==> src/rtl/sobel3_pkg.sv <==
package sobel3_pkg;

  localparam int PIX_W          = 8;
  localparam int GRAD_W         = 11;
  localparam int CFG_WIDTH_W    = 11;
  localparam int CFG_HEIGHT_W   = 16;
  localparam int CFG_DATA_W     = 16;
  localparam int ROW_W          = CFG_HEIGHT_W + 1;
  localparam int S_TDATA_W      = 8;
  localparam int M_TDATA_W      = 24;

  localparam int DEF_MAX_WIDTH     = 1024;
  localparam int DEF_QUEUE_DEPTH   = 4;
  localparam int RESET_IMAGE_WIDTH  = 1024;
  localparam int RESET_IMAGE_HEIGHT = 1024;

  // Beat kind carried on s_tuser
  typedef enum logic {
    OP_PIXEL = 1'b0,
    OP_FLUSH = 1'b1
  } sobel3_op_t;

  // Configuration register index
  typedef enum logic {
    REG_IMAGE_WIDTH  = 1'b0,
    REG_IMAGE_HEIGHT = 1'b1
  } sobel3_reg_t;

  typedef logic [PIX_W-1:0] pix_t;

  // One 3x3 neighborhood ready for the gradient adders, [row][column]
  typedef struct packed {
    logic [2:0][2:0][PIX_W-1:0] win;
    logic                       last;
  } sobel3_entry_t;

endpackage

==> src/rtl/sobel3_queue.sv <==
module sobel3_queue #(
  parameter int DEPTH = sobel3_pkg::DEF_QUEUE_DEPTH
) (
  input  logic                      clk,
  input  logic                      rst,
  input  logic                      push,
  input  sobel3_pkg::sobel3_entry_t push_data,
  output logic                      full,
  input  logic                      pop,
  output logic                      head_valid,
  output sobel3_pkg::sobel3_entry_t head_data
);
  import sobel3_pkg::*;

  localparam int PW    = $clog2(DEPTH);
  localparam int CNT_W = $clog2(DEPTH + 1);

  sobel3_entry_t   slots [DEPTH];
  logic [PW-1:0]   wr_ptr;
  logic [PW-1:0]   rd_ptr;
  logic [CNT_W-1:0] count;

  assign full       = (count == CNT_W'(DEPTH));
  assign head_valid = (count != '0);
  assign head_data  = slots[rd_ptr];

  always_ff @(posedge clk) begin
    if (push) begin
      slots[wr_ptr] <= push_data;
    end
  end

  always_ff @(posedge clk) begin
    if (rst) begin
      wr_ptr <= '0;
      rd_ptr <= '0;
      count  <= '0;
    end else begin
      if (push) begin
        wr_ptr <= (wr_ptr == PW'(DEPTH - 1)) ? '0 : wr_ptr + PW'(1);
      end
      if (pop) begin
        rd_ptr <= (rd_ptr == PW'(DEPTH - 1)) ? '0 : rd_ptr + PW'(1);
      end
      if (push && !pop) begin
        count <= count + CNT_W'(1);
      end else if (pop && !push) begin
        count <= count - CNT_W'(1);
      end
    end
  end

  a_count_bound : assert property (@(posedge clk) disable iff (rst)
    count <= CNT_W'(DEPTH))
    else $error("queue fill count beyond depth");

  a_push_counts : assert property (@(posedge clk) disable iff (rst)
    push && !pop |=> count == CNT_W'($past(count) + CNT_W'(1)))
    else $error("queue lost a pushed entry");

endmodule

==> config.mk <==
export PLATFORM = sky130hd
export DESIGN_NAME = sobel3_queue
export DESIGN_NICKNAME = d
export VERILOG_FILES = /design/src/rtl/sobel3_pkg.sv /design/src/rtl/sobel3_queue.sv
export SDC_FILE = /design/constraint.sdc
export NUM_CORES = 1
export LEC_CHECK = 0
export ABC_AREA = 1
export BUFFER_PORTS_ARGS = -buffer_cell sky130_fd_sc_hd__buf_2
export CORE_MARGIN = 8
export CORE_UTILIZATION = 45
export DETAILED_ROUTE_END_ITERATION = 10
export PLACE_DENSITY = 0.66
export REMOVE_ABC_BUFFERS = 1
export SLEW_MARGIN = 20
export SYNTH_ARGS = -nofsm -noshare
export SYNTH_HDL_FRONTEND = slang
export SYNTH_SLANG_ARGS = --single-unit
==> constraint.sdc <==
create_clock -name clk -period 2.5 [get_ports clk]
set_clock_uncertainty 0.15 [all_clocks]
set_input_delay 0.375 -clock clk [delete_from_list [all_inputs] [get_ports clk]]
set_output_delay 0.375 -clock clk [all_outputs]
set_load 0.1 [all_outputs]
== Word level (Yosys, flattened, before mapping) ==
Memory sizes are Yosys's and may differ from the RTL's. A register that Yosys moved wholly into a read port is not among the register bits.
Index checks and enable logic that the tools add are counted.

* Register bits: 7
* Memory bits (writable): 292
* Bits of input ports: 77
* Word-level logic and storage cells: 25
* Memories kept: 1

{| class="wikitable"
|+ Memory list
! memory !! depth !! bits a word !! read ports !! clocked after memory_dff !! write ports !! line !! text
|-
| slots || 4 || 73 || 1 || 1 || 1 || sobel3_queue.sv:18 || <nowiki>sobel3_entry_t slots [DEPTH];</nowiki>
|}

* Add/subtract/negate cells: 4
* Equal/unequal tests: 3
* Multiplexer cells: 8
* Reductions and logical operators: 6

{| class="wikitable"
|+ Operator list
! cell !! count
|-
| $mux 2 || 4
|-
| $mux 3 || 2
|-
| $add 2x1->2 const B || 2
|-
| $eq 2x2->1 const B || 2
|-
| $add 3x1->3 const B || 1
|-
| $eq 3x3->1 const B || 1
|-
| $reduce_bool 3->1 || 1
|-
| $sub 3x1->3 const B || 1
|-
| $logic_and 1x1->1 || 2
|-
| $logic_not 1->1 || 2
|-
| $mux 1 || 2
|-
| $reduce_bool 2->1 || 1
|}

== Longest topological paths before layout ==
* Depth in word-level cells: 4
* Mapped depth: 10

== Worst setup path after synthesis ==
Ideal clock, no wire load.

* Path type: reg2out
* Start point: reg count[0]
* End point: out full
* Data arrival time: 2.418 ns
* Required time: 1.975 ns
* Slack: -0.443 ns
* Stages on the path, launching flop included: 2
* Path buffers: 0
* Cells stage by stage: dfxtp_1 -> nor3_1

* Cells in the longest elaborated chain, start to end: 1

{| class="wikitable"
|+ Ends and longest elaborated chain
! element !! line !! text
|-
| start: declaration || sobel3_queue.sv:21 || <nowiki>logic [CNT_W-1:0] count;</nowiki>
|-
| start signal: assignment || sobel3_queue.sv:46 || <nowiki>count <= count + CNT_W'(1);</nowiki>
|-
| start signal: assignment || sobel3_queue.sv:48 || <nowiki>count <= count - CNT_W'(1);</nowiki>
|-
| $eq 3x3->1 || sobel3_queue.sv:23 || <nowiki>assign full = (count == CNT_W'(DEPTH));</nowiki>
|-
| end: declaration || sobel3_queue.sv:8 || <nowiki>output logic full,</nowiki>
|}

Every way passes these cells.

==> impl_results.md <==
* Die width at 174 um
* Root Buffer Master: clkbuf_16
* Critical-path cell list: inv_4 > buf_16 > o21ai_0 > o22ai_2 > buf_12
* Via count at roughly 7k
* Min-delay src: pop
* DP Cell Count at about 1.2k
* GRT Util Overall at roughly 17%
* Global-route wire length before repair at ~40000 um
* Setup bufs post-CTS at 0
* Post-synth top cells: edfxtp_1, nor2_1, o21ai_0
* Largest net degree at the start of global routing at 52
* Remaining Overflow, GRT at 0
* H-tree level count at 1
* Die height at 174 um
* Min Hold Slack at roughly 0.030 ns
* Antenna Cells at 0
* Area Overhead vs Synth at 39.0%
* Status: complete, no violations
* Core Area at 0.0249 sq mm
* TritonCTS clock tree: done
* FFs w/ async S/R, synth at 0%
* Fin. max-slew vios at 0
* Worst Path Buf+Inv at 3
* Cells after Synth at 766
* Relative slew margins at 67.3%
* Post-route insts no fill at 1348
* Layout cell share with drive strength beyond 1 at 27.8%
* Antenna viol nets, final at 0
* RSZ-0062 raised after global routing: true
* Fillcell total at 1801
* Initial antenna violation count at 2
* Fin crit share at around 99%
* Fmax at slightly above 400 MHz
* Hold Crit Class: input pin to register
* Max Cap Violations at 0
* Avg Inst Size Synth at ~15 sq um
* Largest fanout on the critical path at 33
* CP Capture Type: output pin
* DIE AREA at between 0.03 and 0.04 sq mm
* Final setup viols at 0
* Number of CTS-inserted buffers at 30
* CP Launch Type: register
* Iteration-0 DRC Markers at approximately 490
* Synth Register Bits at between 300 and 400
* Synth Flop Type: edfxtp_1
* Io pins at about 150
* Via density at 5.30
* Synthesized area at approximately 0.011 sq mm
* Clk_lat worst skew at ~0.53 ns
* Wirelength per Cell at between 15 and 20 um
* Yosys warns at 0
* Yosys top cell by area: edfxtp_1
* Crit-path slowest cell: dfxtp_4
* Worst-case clock buffer depth at 3
* Vias in the first global route at 7419
* DP Wirelength at around 14000 um
* Crit path largest cell delay at ~0.44 ns
* Fin crit period at approximately 2.5 ns
* WS Path Type: register to output pin
* Req. time, crit path at 1.98 ns
* Port bufs at 151
* Pwr/cell area at between 800 and 900 mW/mm^2
* Post-synth EDFFs at around 290
* Gpl congestion at 0.721
* Clock Pin Slew Worst Setup and Hold Paths at 0.06 ns
* FP Rows at slightly below 60
* Pleak at ~0.0056 uW
* Initial DRT Pass Iterations at 5
* # DRC at 0
* Starting Density at 45.4%
* VDD IR max at between 0.0005 and 0.0006 V
* Nets at ~1.1k
* Slew @ Worst Pin at about 0.49 ns
* Synth unique cells at 22
* Hold Fails Final Rpt at 0
* Crit path max-delay family: buffers and inverters
* Ranking of synthesized cells by area: edfxtp_1, nor2_1, o22ai_1
* Register area share after synthesis at around 79%
* Most common cell in the netlist: edfxtp_1
* Arrival time at the worst endpoint at ~2 ns
* Routed Wire Length at roughly 26000 um
* RR Startpoint: wr_ptr[0]$_SDFFE_PP0P_
* Top cell type's share of synthesized area at between 70% and 80%
* CTS Sinks at around 300
tightest hold or removal path: stages:
cell and delay [ns]:
buf_2 0.09, o21ai_0 0.07, nor2_1 0.13
layout by cell type, fill, tap and decap left out, types with 2 or more instances in the layout:
cell type	Yosys	layout
buf_6	13	2
buf_12	0	82
buf_2	4	78
inv_1	14	10
edfxtp_1	292	292
nand2_1	9	9
buf_16	0	4
o22ai_1	73	9
nor3_1	3	3
buf_4	10	3
ha_1	6	6
bufinv_16	0	3
o21ai_0	82	82
o21ai_1	67	67
dfxtp_1	9	7
clkbuf_16	0	31
a21oi_1	3	3
clkinv_2	0	9
clkinv_1	1	12
clkbuf_1	16	2
nor2_1	155	155
o22ai_2	0	64
dlygate4sd3_1	0	74
repair_timing:
item | CTS | global route
hold buffers | 74 | 0
hold endpoints to repair | 296 | 0
endpoints found under the setup margin | 72 | 60
cloned | 2 | 0
pin swaps | 0 | 1
resized for setup | 38 | 41
kinds of logic after synthesis:
family                     Yosys count  share of synthesized area [%]
xor gates and xnor gates             1                         0.0776
DFF                                301                           79.2
adders and majority gates            7                          0.842
buffers and inverters               63                           3.40
and+or+nand+nor                    169                           5.68
AOI/OAI and AO/OA                  225                           10.8
metrics by stage:
step                setup TNS, ns  utilization (%)  setup WS [ns]  total power [uW]  instance area [sq um]
global placement                0             54.2          0.487              8920                  13500
global route               -0.177             63.1        -0.0340             13800                  15700
finish                          0             63.1         0.0251             13400                  15700
CTS                        -0.657             62.2        -0.0630             13400                  15500
floorplan                 -200.50                -          -2.50              7760                  11000
detailed placement              0             54.2          0.443              8950                  13500
worst paths after layout:
path	endpoint	slack [ns]	cells after the start
worst min register to register	wr_ptr[1]$_SDFFE_PP0P_	0.38	2
worst max register to register	slots[2][33]$_DFFE_PP_	0.92	5
worst min-delay path	register	0.03	3
worst max-delay path	head_data[66]	0.03	5
where the power goes:
group	total (uW)	internal, uW	switching [uW]
logic	3270	1080	2190
registers	5820	5760	58.2
clock network	4310	2540	1770
total	13400	9390	4010
cell type report:
type,instances,area [sq um],area share (%)
clock inverter,22,176,1.12
multi-input combinational,402,2360,15.1
clock buffer,33,783,4.99
tap,330,413,2.63
timing repair buffer,244,2940,18.7
inverter,16,67.6,0.430
sequential,301,8950,57.0
layer usage:
layer / track usage, % / wire length [um] / vias up
met5: 0 / 20 / -
met2: 28.4 / 13300 / 231
met3: 3.25 / 1500 / 45
met1: 21.1 / 10900 / 3509
li1: - / - / 3354
met4: 4.42 / 553 / 4
state kept, by name, summed over array words and instances, names as in the netlist, named ones only:
register / flops
slots: 292
rd_ptr: 2
count: 3
wr_ptr: 2
Note: power is estimated with default switching activity, not from simulation.
