### config.mk
export PLATFORM = sky130hd
export DESIGN_NAME = sobel3_back
export DESIGN_NICKNAME = d
export VERILOG_FILES = /design/src/rtl/sobel3_pkg.sv /design/src/rtl/sobel3_back.sv
export SDC_FILE = /design/constraint.sdc
export NUM_CORES = 1
export LEC_CHECK = 0
export BUFFER_PORTS_ARGS = -buffer_cell sky130_fd_sc_hd__buf_2
export CAP_MARGIN = 20
export CORE_ASPECT_RATIO = 2
export CORE_MARGIN = 4
export CORE_UTILIZATION = 30
export DETAILED_ROUTE_END_ITERATION = 10
export PLACE_DENSITY = 0.51
export SYNTH_ARGS = -nofsm -noshare
export SYNTH_HDL_FRONTEND = slang
export SYNTH_SLANG_ARGS = --single-unit
### constraint.sdc
create_clock -name clk -period 6.7 [get_ports clk]
set_input_delay 0.335 -clock clk [delete_from_list [all_inputs] [get_ports clk]]
set_output_delay 0.335 -clock clk [all_outputs]
set_load 0.01 [all_outputs]
### src/rtl/sobel3_pkg.sv
package sobel3_pkg;

  localparam int PIX_W          = 8;
  localparam int GRAD_W         = 11;
  localparam int CFG_WIDTH_W    = 11;
  localparam int CFG_HEIGHT_W   = 16;
  localparam int CFG_DATA_W     = 16;
  localparam int ROW_W          = CFG_HEIGHT_W + 1;
  localparam int S_TDATA_W      = 8;
  localparam int M_TDATA_W      = 24;

  localparam int DEF_MAX_WIDTH     = 1024;
  localparam int DEF_QUEUE_DEPTH   = 4;
  localparam int RESET_IMAGE_WIDTH  = 1024;
  localparam int RESET_IMAGE_HEIGHT = 1024;

  // Beat kind carried on s_tuser
  typedef enum logic {
    OP_PIXEL = 1'b0,
    OP_FLUSH = 1'b1
  } sobel3_op_t;

  // Configuration register index
  typedef enum logic {
    REG_IMAGE_WIDTH  = 1'b0,
    REG_IMAGE_HEIGHT = 1'b1
  } sobel3_reg_t;

  typedef logic [PIX_W-1:0] pix_t;

  // One 3x3 neighborhood ready for the gradient adders, [row][column]
  typedef struct packed {
    logic [2:0][2:0][PIX_W-1:0] win;
    logic                       last;
  } sobel3_entry_t;

endpackage

### src/rtl/sobel3_back.sv
module sobel3_back (
  input  logic                             clk,
  input  logic                             rst,
  input  logic                             head_valid,
  input  sobel3_pkg::sobel3_entry_t        head_data,
  output logic                             pop,
  output logic                             m_tvalid,
  input  logic                             m_tready,
  output logic [sobel3_pkg::M_TDATA_W-1:0] m_tdata,
  output logic                             m_tlast
);
  import sobel3_pkg::*;

  localparam int SUM_W = PIX_W + 2;

  logic [SUM_W-1:0]  gx_pos;
  logic [SUM_W-1:0]  gx_neg;
  logic [SUM_W-1:0]  gy_pos;
  logic [SUM_W-1:0]  gy_neg;
  logic [GRAD_W-1:0] grad_x;
  logic [GRAD_W-1:0] grad_y;

  always_comb begin
    gx_pos = SUM_W'(head_data.win[0][2]) + {1'b0, head_data.win[1][2], 1'b0}
           + SUM_W'(head_data.win[2][2]);
    gx_neg = SUM_W'(head_data.win[0][0]) + {1'b0, head_data.win[1][0], 1'b0}
           + SUM_W'(head_data.win[2][0]);
    gy_pos = SUM_W'(head_data.win[2][0]) + {1'b0, head_data.win[2][1], 1'b0}
           + SUM_W'(head_data.win[2][2]);
    gy_neg = SUM_W'(head_data.win[0][0]) + {1'b0, head_data.win[0][1], 1'b0}
           + SUM_W'(head_data.win[0][2]);
    grad_x = GRAD_W'(gx_pos) - GRAD_W'(gx_neg);
    grad_y = GRAD_W'(gy_pos) - GRAD_W'(gy_neg);
  end

  assign pop = head_valid && (!m_tvalid || m_tready);

  always_ff @(posedge clk) begin
    if (rst) begin
      m_tvalid <= 1'b0;
    end else if (pop) begin
      m_tvalid <= 1'b1;
    end else if (m_tready) begin
      m_tvalid <= 1'b0;
    end
  end

  always_ff @(posedge clk) begin
    if (pop) begin
      m_tdata <= {(M_TDATA_W - 2 * GRAD_W)'(0), grad_y, grad_x};
      m_tlast <= head_data.last;
    end
  end

  a_pop_shows : assert property (@(posedge clk) disable iff (rst)
    pop |=> m_tvalid)
    else $error("popped result not presented");

endmodule

Yosys cells after proc, flatten, opt, wreduce, memory -nomap -nowiden
Cells that the tools add are included.
{"block": "totals", "romBits": 0, "mem_bits_rw": 0, "out_inout_bits": 27, "latch_bits": 0, "register_bits": 24, "memories": 0, "wordCells": 19}
{"block": "op_classes", "shifts": 0, "reduce_logical": 4, "addsub": 10, "mul": 0, "n_eq_ne": 0, "div": 0, "bitwise_logic": 0, "muxes": 2, "n_lt_le_gt_ge": 0}
{"op": "adder 10 x 8 -> 10 bit", "n": 4}
{"op": "adder 8 x 9 -> 10 bit", "n": 4}
{"op": "subtractor 10 x 10 -> 11 bit", "n": 2}
{"op": "2-to-1 mux 1 bit", "n": 2}
{"op": "nonzero test 2 bit", "n": 1}
{"op": "logical AND 1 bit", "n": 1}
{"op": "zero test 1 bit", "n": 1}
{"op": "logical OR 1 bit", "n": 1}

Logic depth before layout (Yosys ltp)
{"block": "depth", "word_depth": 4, "ltp_mapped": 15}

Least setup slack after synthesis
Ideal clock, no wire load.
{"block": "synth_path", "kind": "input -> register", "start": "input port head_data[3] in the netlist's numbering", "end": "register m_tdata[8] in the netlist's numbering (data pin)", "path_buffers": 0, "t_arrival_ns": 3.197, "stages": 12, "path_slack_ns": 3.244, "cell_sequence": "inv_1 > fa_1 > fa_1 > inv_1 > fa_1 > inv_1 > ha_1 > a21oi_1 > o22ai_1 > or3_4 > a21oi_2 > xnor2_1"}
{"block": "synth_between", "elab_chain_cells": 3}
{"item": "from (decl)", "line": "sobel3_back.sv:5", "text": "input sobel3_pkg::sobel3_entry_t head_data,"}
{"item": "adder 8 x 9 -> 10 bit", "line": "sobel3_back.sv:26", "text": "gx_neg = SUM_W'(head_data.win[0][0]) + {1'b0, head_data.win[1][0], 1'b0}"}
{"item": "adder 10 x 8 -> 10 bit", "line": "sobel3_back.sv:27", "text": "+ SUM_W'(head_data.win[2][0]);"}
{"item": "subtractor 10 x 10 -> 11 bit", "line": "sobel3_back.sv:32", "text": "grad_x = GRAD_W'(gx_pos) - GRAD_W'(gx_neg);"}
{"item": "net grad_x[8]", "line": "sobel3_back.sv:20", "text": "logic [GRAD_W-1:0] grad_x;"}
{"item": "to (signal assigned)", "line": "sobel3_back.sv:50", "text": "m_tdata <= {(M_TDATA_W - 2 * GRAD_W)'(0), grad_y, grad_x};"}
{"item": "to (decl)", "line": "sobel3_back.sv:9", "text": "output logic [sobel3_pkg::M_TDATA_W-1:0] m_tdata,"}
The timed path passes the listed nets, and every way through them passes these cells.
A chain may end at the register's enable or synchronous reset.

Worst setup path in the final report
Same ends and word-level chain as after synthesis.

==> results_dict.tcl <==
set metrics [dict create \
    switching_power_w 0.0005609 \
    cp_max_fo 2 \
    fin_worst_skew_ns 0.001434 \
    setup_viol 0 \
    netlist.top_cell.by_area "fa_1" \
    rrSetupSlack_ns 5.61 \
    leakage_nw 2.112 \
    hold_class "in -> reg" \
    crit_buf_inv 4 \
    grt_max_degree 25 \
    hold_viol 0 \
    synth.distinct_cells 27 \
    vias 2228 \
    yosysMostFrequentCell "inv_1" \
    cts_hold_buf 0 \
    floorplan.rows 53 \
    cp-end-kind "flip-flop" \
    die_area_um2 12500 \
    grt_pass1_vias 2539 \
    start_util_pct 30.58 \
    numCtsBuffers 3 \
    slowest_delay_ns 0.63 \
    synth_common_cells "inv_1, fa_1, ha_1" \
    cts_resized 0 \
    path_cells "buf_2 > inv_1 > fa_1 > fa_1 > inv_1 > fa_1 > inv_1 > ha_1 > a21oi_1 > o22ai_1 > or3_4 > a21oi_2 > xnor2_1" \
    drc 0 \
    dp_hpwl_um 6027 \
    final-seq-area_um2 710.7 \
    intPower_w 0.0008025 \
    synth_seq_cells 24 \
    ant_nets 0 \
    antenna_found_initial 0 \
    timing.fmax_mhz 286.0 \
    slew_violations 0 \
    dp.cells 535 \
    synth_flop_cell "edfxtp_1" \
    multi_input_area_um2 2002 \
    finalNetCount 566 \
    timing.rr.start "m_tvalid$_SDFFE_PP0P_" \
    synth_enable_flop_cells 23 \
    cts_tree "done" \
    crit_type "in -> reg" \
    final.min_clock_period_ns 3.497 \
    outcome "completed" \
    min_path_cells 2 \
    port_buffers 93 \
    clkPwrFrac_pct 10.2 \
    worst-path-stages 13 \
    area_growth_pct 22.65 \
    seq_power_share_pct 21.8 \
    drt_iter0_drc 64 \
    synth.top_cell.area_share_pct 38.73 \
    setup_tns_ns 0 \
    startpoint_type "input pin" \
    fp.dieH_um 154.2 \
    firstDrtPassIters 4 \
    ff2ff_path_depth 2 \
    routabilityCongestion 0.7371 \
    power_frac_comb_pct 68.0 \
    worst_ep_required_time_ns 6.70 \
    final_layout_size_suffix_gt1_share_pct 26.62 \
    final_cells 539 \
    n_antenna_cell 0 \
    fp.dieW_um 81.08 \
    clkLatencyLatePin_ns 0.25 \
    wl_per_cell_um 11.88 \
    seq_area_frac_synth_pct 22.18 \
    avgSynthCellArea_um2 10.51 \
    peakVddDrop_mv 0.1361 \
    synthCells 305 \
    grt_overflow 0 \
    clkTransAtPathRegs_ns 0.06 \
    min_from "rst" \
    async_flop_share_pct 0 \
    gr-usage-all-layers_pct 11.20 \
    root_buffer "clkbuf_16" \
    drv_cap 0 \
    synth_area_um2 3204 \
    clockBufferDepth 2 \
    clkSinkCount 24 \
    core_area_um2 10480 \
    yosys_warnings 0 \
    crit_family "adder cells" \
    synthTopCellsByArea "fa_1, edfxtp_1, inv_1" \
    pin_count 104 \
    arrival_ns 3.50 \
    crit_path_start "head_data[3]" \
    grt_pass1_wl_um 10920 \
    netSwitchingFraction_pct 41.14 \
    vias_per_cell 4.134 \
    fin_crit_sh_pct 52.19 \
    post_cts_buffers 0 \
    rsz0062_at_grt "no" \
    htree_levels 1 \
    fillers 1097 \
    power_density_nw_per_um2 346.9 \
    drt-total-wl_um 6401 \
    slowest_stage "fa_1" \
]
final timing paths:
kind,endpoint
setup / recovery,m_tdata[8]$_DFFE_PP_
hold reg to reg,m_tvalid$_SDFFE_PP0P_
hold / removal,m_tvalid$_SDFFE_PP0P_
setup reg to reg,m_tdata[21]$_DFFE_PP_
metrics by stage:
step | util [%] | setup WS, ns | area [µm²] | hold slack, ns | power (W)
after global routing | 37.51 | 3.040 | 3930 | 0.2270 | 0.001533
after CTS | 37.51 | 3.169 | 3930 | 0.2266 | 0.001400
final | 37.51 | 3.203 | 3930 | 0.2292 | 0.001363
after global placement | 36.66 | 2.921 | 3841 | 0.4958 | 0.001237
after floorplan | - | 3.244 | 3208 | 0.4074 | 0.001003
after detailed placement | 36.66 | 2.901 | 3841 | 0.4994 | 0.001254
layer usage:
| layer | track usage [%] | part of all wire [%] | vias up |
|---|---|---|---|
| met3 | 1.641 | 6.4 | 6 |
| met5 | 0 | 0 | - |
| li1 | - | - | 1080 |
| met1 | 10.23 | 29 | 1076 |
| met4 | 2.256 | 0.92 | 0 |
| met2 | 23.97 | 64 | 66 |
cell usage in the layout, fill, tap and decap left out, types with 3 or more instances in the layout:
cell / n
a21oi_1: 5
xnor2_1: 10
a21oi_2: 4
clkbuf_16: 3
edfxtp_1: 23
nor2_1: 7
ha_1: 24
o21ai_0: 4
buf_2: 93
o21a_1: 4
inv_1: 129
nor2b_1: 4
fa_1: 62
worst register-to-register path, cell delays in order, from the launching register on:
cell and delay (ns):
dfxtp_1 0.33, a21boi_2 0.11, buf_4 0.31
flip-flops by register name (all words and copies together) (netlist names):
signal,flops
m_tdata,22
m_tlast,1
m_tvalid,1
kinds of logic after synthesis:
| family | synth area share [%] |
|---|---|
| other | 0.1170 |
| adders and majority gates | 48.11 |
| xor gates and xnor gates | 3.280 |
| and+or+nand+nor | 3.319 |
| DFF | 22.18 |
| AOI/OAI and AO/OA | 7.419 |
| buffers and inverters | 15.58 |
final cells by class:
cell class              instances  share of cell area (%)
multi-input cells             151                   50.94
flip-flops and latches         24                   18.08
inverters                     129                   12.32
well taps                     137                   4.362
clock buffers                   4                   2.260
repair buffers                 94                   12.03
power by group through the flow:
stage / Clock (W) / Combinational [W] / Sequential [W]
floorplan: 0 / 0.000665 / 0.000339
CTS: 0.000145 / 0.000957 / 0.000298
global route: 0.000152 / 0.00108 / 0.000302
detailed placement: 0 / 0.000952 / 0.000301
finish: 0.000139 / 0.000927 / 0.000297
global placement: 0 / 0.000935 / 0.000302
Power figures use the tool's default switching activity.
